### config.mk
export PLATFORM = sky130hd
export DESIGN_NAME = block_request_tracker_core
export DESIGN_NICKNAME = d
export VERILOG_FILES = /design/src/rtl/core/brt_pkg.sv /design/src/rtl/core/block_request_tracker_core.sv
export SDC_FILE = /design/constraint.sdc
export NUM_CORES = 2
export LEC_CHECK = 0
export BUFFER_PORTS_ARGS = -buffer_cell sky130_fd_sc_hd__buf_2
export CORE_ASPECT_RATIO = 0.8
export CORE_MARGIN = 1.5
export CORE_UTILIZATION = 30
export CTS_CLUSTER_SIZE = 10
export DETAILED_ROUTE_END_ITERATION = 16
export GPL_TIMING_DRIVEN = 0
export PLACE_DENSITY = 0.41
export SLEW_MARGIN = 5
export SYNTH_ARGS = -nofsm -noshare
export SYNTH_HDL_FRONTEND = slang
export SYNTH_SLANG_ARGS = --single-unit
export TNS_END_PERCENT = 20
### constraint.sdc
create_clock -name i_clk -period 10.22 [get_ports i_clk]
set_input_delay 2.044 -clock i_clk [delete_from_list [all_inputs] [get_ports i_clk]]
set_output_delay 2.044 -clock i_clk [all_outputs]
set_load 0.02 [all_outputs]
### src/rtl/core/brt_pkg.sv
// Package for the block request tracker: payload structs, codes, constants.
// Used by block_request_tracker_core; no dependencies.
`default_nettype none
package brt_pkg;

    localparam int MaxPieces  = 64;
    localparam int BlocksPer  = 16;
    localparam int BlockShift = 14;
    localparam logic [24:0] TotalMax = 25'h1FFFFFF;
    localparam logic [19:0] PieceCap = 20'd262144;

    typedef enum logic [1:0] {
        FUNC_REQ  = 2'd0,
        FUNC_RECV = 2'd1,
        FUNC_TOUT = 2'd2,
        FUNC_NONE = 2'd3
    } t_func;

    typedef enum logic [2:0] {
        ST_IGNORED  = 3'd0,
        ST_GRANTED  = 3'd1,
        ST_NONE     = 3'd2,
        ST_ACCEPTED = 3'd3,
        ST_VERIFIED = 3'd4,
        ST_HASHFAIL = 3'd5,
        ST_RELEASED = 3'd6
    } t_status;

    typedef enum logic [1:0] {
        BS_FREE  = 2'd0,
        BS_ASKED = 2'd1,
        BS_GOT   = 2'd2
    } t_bstate;

    typedef enum logic [1:0] {
        REG_NUM_PIECES   = 2'd0,
        REG_PIECE_LENGTH = 2'd1,
        REG_TOTAL_SIZE   = 2'd2
    } t_reg;

    typedef enum logic [2:0] {
        S_IDLE,
        S_LEN,
        S_SCAN,
        S_READ,
        S_PICK,
        S_UPD,
        S_DONE
    } t_state;

    typedef struct packed {
        logic [1:0]  func;
        logic [5:0]  piece;
        logic [17:0] offset;
        logic [63:0] peer_has;
        logic        hash_ok;
    } t_in;

    typedef struct packed {
        logic [2:0]  status;
        logic [5:0]  piece_out;
        logic [17:0] req_offset;
        logic [14:0] req_length;
        logic        endgame;
        logic [6:0]  completed_count;
        logic        all_done;
        logic [24:0] downloaded_total;
    } t_out;

endpackage
`default_nettype wire

### src/rtl/core/block_request_tracker_core.sv
// Block request tracker top level: per-piece block state, request scan, endgame.
// Depends on brt_pkg.
// Order: item taken in idle, then length setup, scan, read, pick, update and strobe;
// a request runs scan, read, pick per skipped piece (plus update per examined one),
// and a scan per subtract when the endgame cursor is not below pieces. Next transfer is
// accepted in the cycle after the strobe; results cannot be stalled.
// Reset clears control, per-piece flags and counters; block-state memory and per-piece
// receive counts need no clearing (each piece is set up before they are read).
`default_nettype none
module block_request_tracker_core (
    input  wire logic          i_clk,
    input  wire logic          i_rst_n,
    input  wire logic          start,
    output logic               busy,
    input  wire brt_pkg::t_in  i_item,
    output logic               o_strobe,
    output brt_pkg::t_out      o_result,
    input  wire logic          psel,
    input  wire logic          penable,
    input  wire logic          pwrite,
    input  wire logic [3:0]    paddr,
    input  wire logic [31:0]   pwdata,
    output logic [31:0]        prdata,
    output logic               pready
);
    import brt_pkg::*;

    // configuration
    logic [6:0]  r_num;
    logic [18:0] r_plen;
    logic [24:0] r_tsize;
    logic        cfg_we;
    logic [1:0]  cfg_idx;
    assign pready  = 1'b1;
    assign cfg_idx = paddr[3:2];
    assign cfg_we  = psel && penable && pwrite;

    always_ff @(posedge i_clk) begin
        if (!i_rst_n) begin
            r_num   <= 7'd1;
            r_plen  <= 19'd262144;
            r_tsize <= 25'd262144;
        end else if (cfg_we) begin
            unique case (cfg_idx)
                REG_NUM_PIECES:   r_num   <= pwdata[6:0];
                REG_PIECE_LENGTH: r_plen  <= pwdata[18:0];
                REG_TOTAL_SIZE:   r_tsize <= pwdata[24:0];
                default: ;
            endcase
        end
    end

    always_comb begin
        unique case (cfg_idx)
            REG_NUM_PIECES:   prdata = {25'd0, r_num};
            REG_PIECE_LENGTH: prdata = {13'd0, r_plen};
            REG_TOTAL_SIZE:   prdata = {7'd0, r_tsize};
            default:          prdata = 32'd0;
        endcase
    end

    // pieces in use, clamped 1..64
    logic [6:0] pieces;
    always_comb begin
        if (r_num == 7'd0) pieces = 7'd1;
        else if (r_num > 7'd64) pieces = 7'd64;
        else pieces = r_num;
    end

    // state
    logic [31:0] mem [MaxPieces];
    logic [63:0] r_active, r_done;
    logic [4:0]  r_rcnt [MaxPieces];
    logic [6:0]  r_dcnt, r_cursor;
    logic [24:0] r_total;

    t_state r_st, n_st;
    t_in    r_in;
    logic [6:0]  r_d;          // scan step
    logic [6:0]  r_start;      // scan start, reduced below pieces
    logic [5:0]  r_idx;        // current piece
    logic        r_eg;
    logic [19:0] r_plast;      // capped length of last piece
    logic [19:0] r_pnorm;      // capped length of other pieces
    logic [31:0] r_word;
    logic [4:0]  r_cnt;        // receive count of r_idx
    t_out        r_res;

    // endgame test: done*10 >= 9*pieces
    logic eg_now;
    assign eg_now = ({4'd0, r_dcnt} * 11'd10) >= ({4'd0, pieces} * 11'd9);

    // last piece length: total - plen*(n-1), one multiply registered
    logic [31:0] prior_bytes;
    assign prior_bytes = r_plen * {25'd0, pieces - 7'd1};

    // piece length and block count of r_idx
    logic [19:0] plen_i;
    logic [4:0]  nb_i;
    assign plen_i = ({1'b0, r_idx} + 7'd1 < pieces) ? r_pnorm : r_plast;
    assign nb_i   = 5'((21'(plen_i) + 21'd16383) >> BlockShift);

    // block search in the read word
    logic [3:0] fj;
    logic       fhit;
    always_comb begin
        fj = 4'd0; fhit = 1'b0;
        for (int j = BlocksPer - 1; j >= 0; j--) begin
            if (5'(j) < nb_i &&
                (r_eg ? (r_word[2*j +: 2] != BS_GOT) : (r_word[2*j +: 2] == BS_FREE))) begin
                fj = 4'(j); fhit = 1'b1;
            end
        end
    end

    // request grants from the current piece
    logic grant;
    assign grant = !r_done[r_idx] && r_in.peer_has[r_idx] && fhit;

    logic [3:0] blk;
    assign blk = r_in.offset[17:14];
    logic [1:0] bs;
    assign bs = r_word[2*blk +: 2];
    logic       valid_blk;
    assign valid_blk = ({1'b0, r_in.piece} < pieces) && r_active[r_in.piece] &&
                       !r_done[r_in.piece] && ({1'b0, blk} < nb_i);

    logic [6:0] sidx;  // (start+d) % n
    logic [7:0] ssum;
    assign ssum = {1'b0, r_start} + {1'b0, r_d};
    assign sidx = (ssum >= {1'b0, pieces}) ? 7'(ssum - {1'b0, pieces}) : ssum[6:0];

    logic [19:0] left;
    assign left = plen_i - {fj, 14'd0};

    logic [25:0] sum;
    assign sum = {1'b0, r_total} + {6'd0, plen_i};

    assign busy     = (r_st != S_IDLE);
    assign o_strobe = (r_st == S_DONE);

    // next state
    always_comb begin
        n_st = r_st;
        unique case (r_st)
            S_IDLE: if (start) n_st = S_LEN;
            S_LEN:  n_st = S_SCAN;
            S_SCAN: begin
                if (r_in.func != FUNC_REQ) n_st = S_READ;
                else if (r_dcnt >= pieces || r_d >= pieces) n_st = S_DONE;
                else if (r_start >= pieces) n_st = S_SCAN;
                else n_st = S_READ;
            end
            S_READ: n_st = S_PICK;
            S_PICK: n_st = (r_in.func == FUNC_REQ &&
                            (r_done[r_idx] || r_in.peer_has[r_idx] == 1'b0)) ? S_SCAN : S_UPD;
            S_UPD:  n_st = (r_in.func == FUNC_REQ && !grant) ? S_SCAN : S_DONE;
            S_DONE: n_st = S_IDLE;
            default: n_st = S_IDLE;
        endcase
    end

    // datapath
    always_ff @(posedge i_clk) begin
        if (!i_rst_n) begin
            r_st     <= S_IDLE;
            r_active <= '0;
            r_done   <= '0;
            r_dcnt   <= '0;
            r_cursor <= '0;
            r_total  <= '0;
        end else begin
            r_st <= n_st;
            unique case (r_st)
                S_IDLE: if (start) r_in <= i_item;
                S_LEN: begin
                    r_pnorm <= (r_plen > 19'd262144) ? PieceCap : {1'b0, r_plen};
                    r_plast <= ({7'd0, r_tsize} > prior_bytes) ?
                               (((32'(r_tsize) - prior_bytes) > 32'(PieceCap)) ? PieceCap :
                                20'(32'(r_tsize) - prior_bytes)) : 20'd0;
                    r_d     <= '0;
                    r_start <= eg_now ? r_cursor : 7'd0;
                    r_eg    <= eg_now;
                    r_res   <= '0;
                    r_idx   <= r_in.piece;
                end
                S_SCAN: begin
                    if (r_in.func == FUNC_REQ) begin
                        // cursor modulo pieces by repeated subtract
                        if (r_start >= pieces) r_start <= r_start - pieces;
                        else begin
                            r_idx <= sidx[5:0];
                            r_d   <= r_d + 7'd1;
                        end
                    end
                end
                S_READ: begin
                    r_word <= mem[r_idx];
                    r_cnt  <= r_rcnt[r_idx];
                end
                S_PICK: begin
                    // lazy setup: inactive piece reads as all free
                    if (r_in.func == FUNC_REQ && !r_done[r_idx] && r_in.peer_has[r_idx] &&
                        !r_active[r_idx]) begin
                        r_word <= '0;
                        r_active[r_idx] <= 1'b1;
                        r_rcnt[r_idx] <= '0;
                        mem[r_idx] <= '0;
                    end
                end
                S_UPD: begin
                    unique case (r_in.func)
                        FUNC_REQ: begin
                            if (grant) begin
                                if (r_word[2*fj +: 2] == BS_FREE) begin
                                    mem[r_idx] <= r_word | (32'(BS_ASKED) << (2*fj));
                                end
                                if (r_eg) r_cursor <= {1'b0, r_idx} + 7'd1;
                                r_res.status     <= ST_GRANTED;
                                r_res.piece_out  <= r_idx;
                                r_res.req_offset <= {fj, 14'd0};
                                r_res.req_length <= (left < 20'd16384) ? 15'(left) : 15'd16384;
                            end
                        end
                        FUNC_RECV: if (valid_blk && bs != BS_GOT) begin
                            mem[r_idx] <= (r_word & ~(32'd3 << (2*blk))) |
                                          (32'(BS_GOT) << (2*blk));
                            r_res.piece_out <= r_idx;
                            if (r_cnt + 5'd1 == nb_i) begin
                                r_active[r_idx] <= 1'b0;
                                r_rcnt[r_idx]   <= '0;
                                if (r_in.hash_ok) begin
                                    r_done[r_idx] <= 1'b1;
                                    r_dcnt  <= r_dcnt + 7'd1;
                                    r_total <= sum[25] ? TotalMax : sum[24:0];
                                    r_res.status <= ST_VERIFIED;
                                end else r_res.status <= ST_HASHFAIL;
                            end else begin
                                r_rcnt[r_idx] <= r_cnt + 5'd1;
                                r_res.status  <= ST_ACCEPTED;
                            end
                        end
                        FUNC_TOUT: if (valid_blk && bs == BS_ASKED) begin
                            mem[r_idx] <= r_word & ~(32'd3 << (2*blk));
                            r_res.piece_out <= r_idx;
                            r_res.status    <= ST_RELEASED;
                        end
                        default: ;
                    endcase
                end
                S_DONE: ;
                default: ;
            endcase
            if (r_st == S_SCAN && r_in.func == FUNC_REQ &&
                (r_dcnt >= pieces || r_d >= pieces)) begin
                r_res.status <= ST_NONE;
            end
            if (r_st == S_UPD && r_in.func == FUNC_REQ && !grant) begin
                r_res.status <= ST_NONE;
            end
        end
    end

    // result fields that follow state after the step
    logic eg_out;
    assign eg_out = (r_in.func == FUNC_REQ) && (r_dcnt < pieces || r_res.status == ST_GRANTED)
                    && r_eg;
    always_comb begin
        o_result = r_res;
        o_result.endgame          = eg_out;
        o_result.completed_count  = r_dcnt;
        o_result.all_done         = (r_dcnt == pieces);
        o_result.downloaded_total = r_total;
    end
endmodule
`default_nettype wire
Word-level counts from Yosys, hierarchy flattened

Memory sizes are Yosys's and may differ from the RTL's. A register that Yosys moved wholly into a read port is not among the register bits.
Index checks and enable logic that the tools add are counted.

RAM bits: 2368
Bits in registers: 447
Output and inout bits: 111
Logic and storage cells: 373
Input port bits: 133
Memories: 2

Reduce and logical (&&, ||, !) cells: 89
Shift-type cells: 5
Equality and inequality tests: 49
Mux-type cells: 138
Add/sub/neg operators: 12
Multipliers: 3
$lt $le $gt $ge: 33
Bitwise operators: 15

Memory list:

| name   | words | width | read ports | clocked after Yosys merged registers in | wr ports | line                             | RTL |
|---|---|---|---|---|---|---|---|
| mem    | 64    | 32    | 1          | 1                                       | 1        | block_request_tracker_core.sv:71 | `logic [31:0] mem [MaxPieces];` |
| r_rcnt | 64    | 5     | 1          | 1                                       | 1        | block_request_tracker_core.sv:73 | `logic [4:0] r_rcnt [MaxPieces];` |

Operator list:

| operator             | number |
|---|---|
| $mux 64              | 4 |
| $mux 32              | 4 |
| $or 64x64->64        | 2 |
| $pmux 64 s2          | 1 |
| $pmux 42 s2          | 1 |
| $pmux 25 s3          | 1 |
| $mux 1               | 72 |
| $and 64x64->64       | 1 |
| $mux 4               | 16 |
| $not 64->64          | 1 |
| $or 32x32->32        | 2 |
| $pmux 32 s2          | 1 |
| $shiftx 32x6->2      | 2 |
| $shl 2x5->32 const A | 2 |
| $ne 2x2->1 const B   | 26 |
| $mux 7               | 7 |
| $mux 42              | 1 |
| $lt 4x5->1 const A   | 8 |
| $logic_not 2->1      | 19 |
| $logic_and 1x1->1    | 37 |
| $mux 33              | 1 |
| $and 32x32->32       | 1 |
| $gt 32x19->1 const B | 1 |
| $not 32->32          | 1 |
| 72 further kinds     | 132 |

Longest topological paths before layout

Depth in word-level cells: 35
Mapped depth: 41

Worst setup path before layout

OpenSTA, ideal clock, no wires.

Kind: reg-to-reg
Start point: register r_idx[1]
End point: memory mem[0][31] (data pin)
Period minus slack after synthesis: 9395 ps
Cell stages (with the launch flop): 28
Slack: 825 ps
Buffers on the path: 9
Data arrival time: 8673 ps
Path through: edfxtp_1 clkbuf_1 and3_1 clkbuf_1 clkbuf_1 clkbuf_1 clkbuf_1 clkbuf_1 xor2_1 ha_1 a211o_1 a21o_4 o31ai_4 buf_6 mux2i_1 inv_1 nor4_4 a2bb2oi_1 o31ai_1 a31o_2 buf_2 nor3_1 a21oi_1 o221a_1 nor3_1 nor3_1 buf_2 a211oi_1

Word-level cells in the longest chain between the ends: 33
Elaborated cells on any way between the ends: 102

Ends and longest elaborated chain:

| element                             | line                              | RTL |
|---|---|---|
| from (decl)                         | block_request_tracker_core.sv:81  | `logic [5:0] r_idx;` |
| from (signal assigned)              | block_request_tracker_core.sv:185 | `r_idx <= r_in.piece;` |
| from (signal assigned)              | block_request_tracker_core.sv:192 | `r_idx <= sidx[5:0];` |
| $add 6x1->7 (*)                     | block_request_tracker_core.sv:100 | `assign plen_i = ({1'b0, r_idx} + 7'd1 < pieces) ? r_pnorm : r_plast;` |
| $lt 7x7->1 (*)                      | block_request_tracker_core.sv:100 |  |
| $mux 20 (*)                         | block_request_tracker_core.sv:100 |  |
| $add 19x14->19 (*)                  | block_request_tracker_core.sv:101 | `assign nb_i = 5'((21'(plen_i) + 21'd16383) >> BlockShift);` |
| $lt 4x5->1                          | block_request_tracker_core.sv:109 | `if (5'(j) < nb_i &&` |
| $logic_and 1x1->1                   | block_request_tracker_core.sv:109 |  |
| $mux 4 (15 in series)               | block_request_tracker_core.sv:109 |  |
| $mux 4 (*)                          | block_request_tracker_core.sv:109 |  |
| net fj[0]                           | block_request_tracker_core.sv:104 | `logic [3:0] fj;` |
| [1 not listed]                      | --                                |  |
| $logic_not 2->1                     | block_request_tracker_core.sv:215 | `if (r_word[2*fj +: 2] == BS_FREE) begin` |
| $mux 1                              | block_request_tracker_core.sv:215 |  |
| $mux 1                              | block_request_tracker_core.sv:214 | `if (grant) begin` |
| $mux 1                              | block_request_tracker_core.sv:212 | `unique case (r_in.func)` |
| $mux 1                              | block_request_tracker_core.sv:174 | `unique case (r_st)` |
| $mux 1                              | block_request_tracker_core.sv:165 | `if (!i_rst_n) begin` |
| $mux 1 (not written as such)        | block_request_tracker_core.sv:216 | `mem[r_idx] <= r_word \| (32'(BS_ASKED) << (2*fj));` |
| $mux 32 (no line) (*) (3 in series) | --                                |  |
| to (decl)                           | block_request_tracker_core.sv:71  |  |

Mark *: on every way through the listed nets, which the timed path passes. The rest lies on a longest branch. The select of a mux whose other input is x is not followed.

Final worst setup path

Start point: register r_idx[1]
End point: memory mem[4][16], enable pin

Word-level cells in the longest chain between the ends: 33
Elaborated cells on any way between the ends: 110

Ends and longest elaborated chain:

| element                            | line |
|---|---|
| $add 6x1->7                        | block_request_tracker_core.sv:100 |
| $lt 7x7->1                         | block_request_tracker_core.sv:100 |
| $mux 20                            | block_request_tracker_core.sv:100 |
| $add 19x14->19                     | block_request_tracker_core.sv:101 |
| $lt 4x5->1                         | block_request_tracker_core.sv:109 |
| $logic_and 1x1->1                  | block_request_tracker_core.sv:109 |
| $mux 4 (16 in series)              | block_request_tracker_core.sv:109 |
| $shiftx 32x6->2                    | block_request_tracker_core.sv:215 |
| $logic_not 2->1                    | block_request_tracker_core.sv:215 |
| $mux 1                             | block_request_tracker_core.sv:215 |
| $mux 1                             | block_request_tracker_core.sv:214 |
| $mux 1                             | block_request_tracker_core.sv:212 |
| $mux 1                             | block_request_tracker_core.sv:174 |
| $mux 1                             | block_request_tracker_core.sv:165 |
| $mux 1 (not written as such)       | block_request_tracker_core.sv:216 |
| $or 1x1->1 (no line) (3 in series) | -- |

Parallel ways exist; a longest one is shown, timed or not. The select of a mux whose other input is x is not followed.

==> run_results.csv <==
group,metric,value,unit
run_status,status,"completed",
route,drt-total-wl,443.0,mm
critical_path,critPathLaunchType,"flip-flop",
sta,period_share,0.9829,
place,dp.cells,12670,
place,dpl.hpwl,314.2,mm
critical_path,worst-path-buf-inv,8,
logic_synthesis,ys_types,96,
power_and_ir_drop,comb_power_share,0.083,
place,place.gp.congestion,0.9006,
finish,instances_no_fill,13150,
power_and_ir_drop,p_int,0.01910,W
critical_path,cp_top_family,"simple AND/OR/NAND/NOR gates",
floorplan,fp.dieW,707.3,um
logic_synthesis,ys.flop_type,"edfxtp_1",
clock_tree,tritoncts,"yes",
logic_synthesis,netlist_area,119100,um^2
logic_synthesis,netlist.area_leader.share,0.6482,
job,drv_cap,0,
finish,stdcell_area,141400,um^2
floorplan,start_util,0.3019,
power_and_ir_drop,p_sw,0.005929,W
route,drtAntennaViolNets,0,
logic_synthesis,synth.avg_cell_area,16.92,um^2
sta,max_freq,0.09955,GHz
logic_synthesis,synth_area_leaders,"edfxtp_1 (65%), mux4_2 (13%), dfxtp_1 (3.8%)",
clock_tree,clock_sinks,2797,
place,io_buffer_count,198,
floorplan,num_io_pins,244,
finish,nNetsFinal,8225,
grt,grt_max_degree,53,
power_and_ir_drop,p_leak,45.66,nW
logic_synthesis,async_reset_ff_frac,0,
critical_path,critPathKind,"reg2reg",
finish,regArea,81720,um^2
clock_tree,root_buffer,"clkbuf_16",
clock_tree,path_clk_slew,60,ps
critical_path,worst_setup_path_end_kind,"flip-flop",
sta,slew_violations,0,
sta,slew_headroom,0.04470,
place,place_area,131700,um^2
sta,finalHoldViolCount,0,
route,vias_per_cell,5.485,
grt,track_usage,0.2141,
clock_tree,postCtsHoldBufs,0,
finish,synthToLayoutAreaGrowth,18.77,%
grt,grt_pass1_wl,597.7,mm
floorplan,fp.dieH,566.5,um
power_and_ir_drop,swShare,0.2369,
finish,drive_gt1_frac,0.2195,
finish,multi_input_area,36080,um^2
critical_path,worst-endpoint-required,10790,ps
sta,worst_clock_skew,92.07,ps
clock_tree,cts_buffers,329,
floorplan,row_count,206,
power_and_ir_drop,pwr-share-seq,0.496,
sta,tightest_slew,1422,ps
power_and_ir_drop,max-vdd-ir-drop,0.1329,mV
grt,antenna_found_initial,28,
logic_synthesis,ys_warn_count,0,
grt,grt_pass1_vias,70350,
sta,min_period,10040,ps
finish,nFillCells,37010,
clock_tree,clk-insertion-delay-late,910,ps
clock_tree,cts_buffer_depth,4,
critical_path,critPathMaxStageDelay,1030,ps
logic_synthesis,synth-seq-area-share,0.6863,
power_and_ir_drop,power_frac_clock,0.421,
critical_path,cp_max_fo,14,
route,dr.pass1.iters,6,
floorplan,core-area,394400,um^2
critical_path,arrival,10610,ps
sta,tns,0,ps
clock_tree,htree_levels,5,
route,post_drt_wl_per_cell,33.69,um
floorplan,dieArea,400700,um^2
route,drc,0,
logic_synthesis,synth_seq_cells,2797,
logic_synthesis,synth_area_leader_cell,"edfxtp_1",
hold_path,hold_path.class,"reg2reg",
sta,setup_viol,0,
grt,grt.overflow.total,0,
route,drt_iter0_markers,8581,
power_and_ir_drop,power.density,177.0,nW/um^2
route,vias,72120,
logic_synthesis,synth_edf_count,2570,
critical_path,slowest_stage,"o311ai_0",
logic_synthesis,synthCells,7039,
==> power groups by stage <==
stage	Sequential (W)	Clock (W)	Combinational, W
after floorplan	0.0126	0	0.00120
after global placement	0.0126	0	0.00204
after detailed placement	0.0126	0	0.00206
after CTS	0.0124	0.0108	0.00207
after global routing	0.0124	0.0112	0.00217
final	0.0124	0.0105	0.00208
==> layer usage <==
layer  track usage  routed length (um)
met2        0.3096              188000
met4       0.05277               12020
met1        0.3320              209500
met3       0.03561               33340
met5             0                  41
==> flip-flops by register name, indices dropped and copies added (netlist names), named ones only <==
name      count
mem        2048
r_rcnt      320
r_in         73
r_done       64
r_word       32
o_result     28
r_total      25
r_tsize      25
r_plast      20
r_plen       19
r_pnorm      19
r_cursor      7
r_d           7
r_dcnt        7
r_num         7
r_start       7
r_idx         6
r_cnt         5
blk           4
r_st          3
r_eg          1
==> cell usage after synthesis (11+ instances only) <==
master / n
xnor2_1: 70
a221oi_1: 33
nor4_1: 19
nor3_1: 45
fa_1: 91
a41oi_1: 12
mux2_2: 14
o311ai_0: 11
a21o_1: 35
clkbuf_1: 316
a21oi_1: 217
nand4_1: 61
inv_1: 193
buf_4: 30
buf_2: 22
nor3b_1: 43
and2_1: 64
o21bai_1: 17
xor2_1: 28
o21a_1: 17
a22o_1: 42
mux4_2: 670
a22oi_1: 206
nand2b_1: 45
nor2_1: 508
or3_1: 13
edfxtp_1: 2570
mux2i_1: 67
o22ai_1: 21
buf_1: 76
a31oi_1: 109
nand2_1: 369
nor2b_1: 83
and3_1: 29
o31ai_1: 15
o21ai_0: 133
ha_1: 167
a211oi_1: 128
nand3b_1: 11
nand3_1: 70
dfxtp_1: 227
a311oi_1: 16
==> placed cells by master (no fill, tap or decap), types with 68 or more instances in the layout <==
master,instances
a211oi_1,111
a21oi_1,216
a22oi_1,206
a31oi_1,109
buf_12,144
buf_2,227
clkbuf_1,362
clkbuf_16,336
dfxtp_1,226
edfxtp_1,2570
fa_1,91
ha_1,166
inv_1,193
mux4_2,670
nand2_1,364
nor2_1,433
nor2_4,72
nor2b_1,82
o21ai_0,122
xnor2_1,68
==> kinds of logic (layout without fill, tap and decap cells) <==
group	count (synthesis)	after routing	share of synthesized area
AND/OR/NAND/NOR	1401	1401	0.05559
flip-flops	2797	2797	0.6863
XOR/XNOR	98	98	0.007209
AO/OA/AOI/OAI	1086	1094	0.06228
adder cells (fa/ha/maj)	263	263	0.03328
multiplexers	752	752	0.1338
buffers and inverters	640	1505	0.02143
other	2	39	0.00006307
==> area by class of cell <==
class	instances	share of cell area
multi-input combinational	3633	0.2551
tap	5200	0.04601
inverter	194	0.005149
buffer	444	0.01317
clock inverter	26	0.002088
sequential	2797	0.5779
timing repair buffer	435	0.03860
clock buffer	406	0.06174
antenna	14	0.0002477
==> tightest hold or removal path, stage by stage (launching register included) <==
cell	delay, ps
dfxtp_1	320
nand2_1	60
a21oi_1	50
==> worst paths after layout <==
| check | startpoint | slack, ps | end | depth (start not counted) |
|---|---|---|---|---|
| worst min register to register | r_tsize[20] | 480 | r_tsize[20] | 2 |
| worst max register to register | r_idx[1] | 180 | mem[4][16] | 25 |
| worst max-delay path | r_idx[1] | 180 | mem[4][16] | 25 |
| worst min-delay path | r_tsize[20] | 480 | r_tsize[20] | 2 |
==> per-stage QoR <==
stage / utilization / total power [W] / worst slack, ps / hold slack, ps
floorplan: - / 0.01384 / 824.8 / 445.9
global placement: 0.3212 / 0.01469 / -9682 / 468.2
detailed placement: 0.3341 / 0.01471 / -1867 / 480.2
CTS: 0.3572 / 0.02525 / 9.423 / 487.8
global route: 0.3585 / 0.02575 / -25.25 / 511.1
finish: 0.3586 / 0.02503 / 175.2 / 480.0
==> what timing repair did <==
action	4_1_cts	5_1_grt
cloned	0	8
buffers inserted	3	25
pin swaps	3	25
endpoints found under the setup margin	4796	1535
gates resized for setup	19	25
No activity file was read; power rests on OpenSTA's default activity.
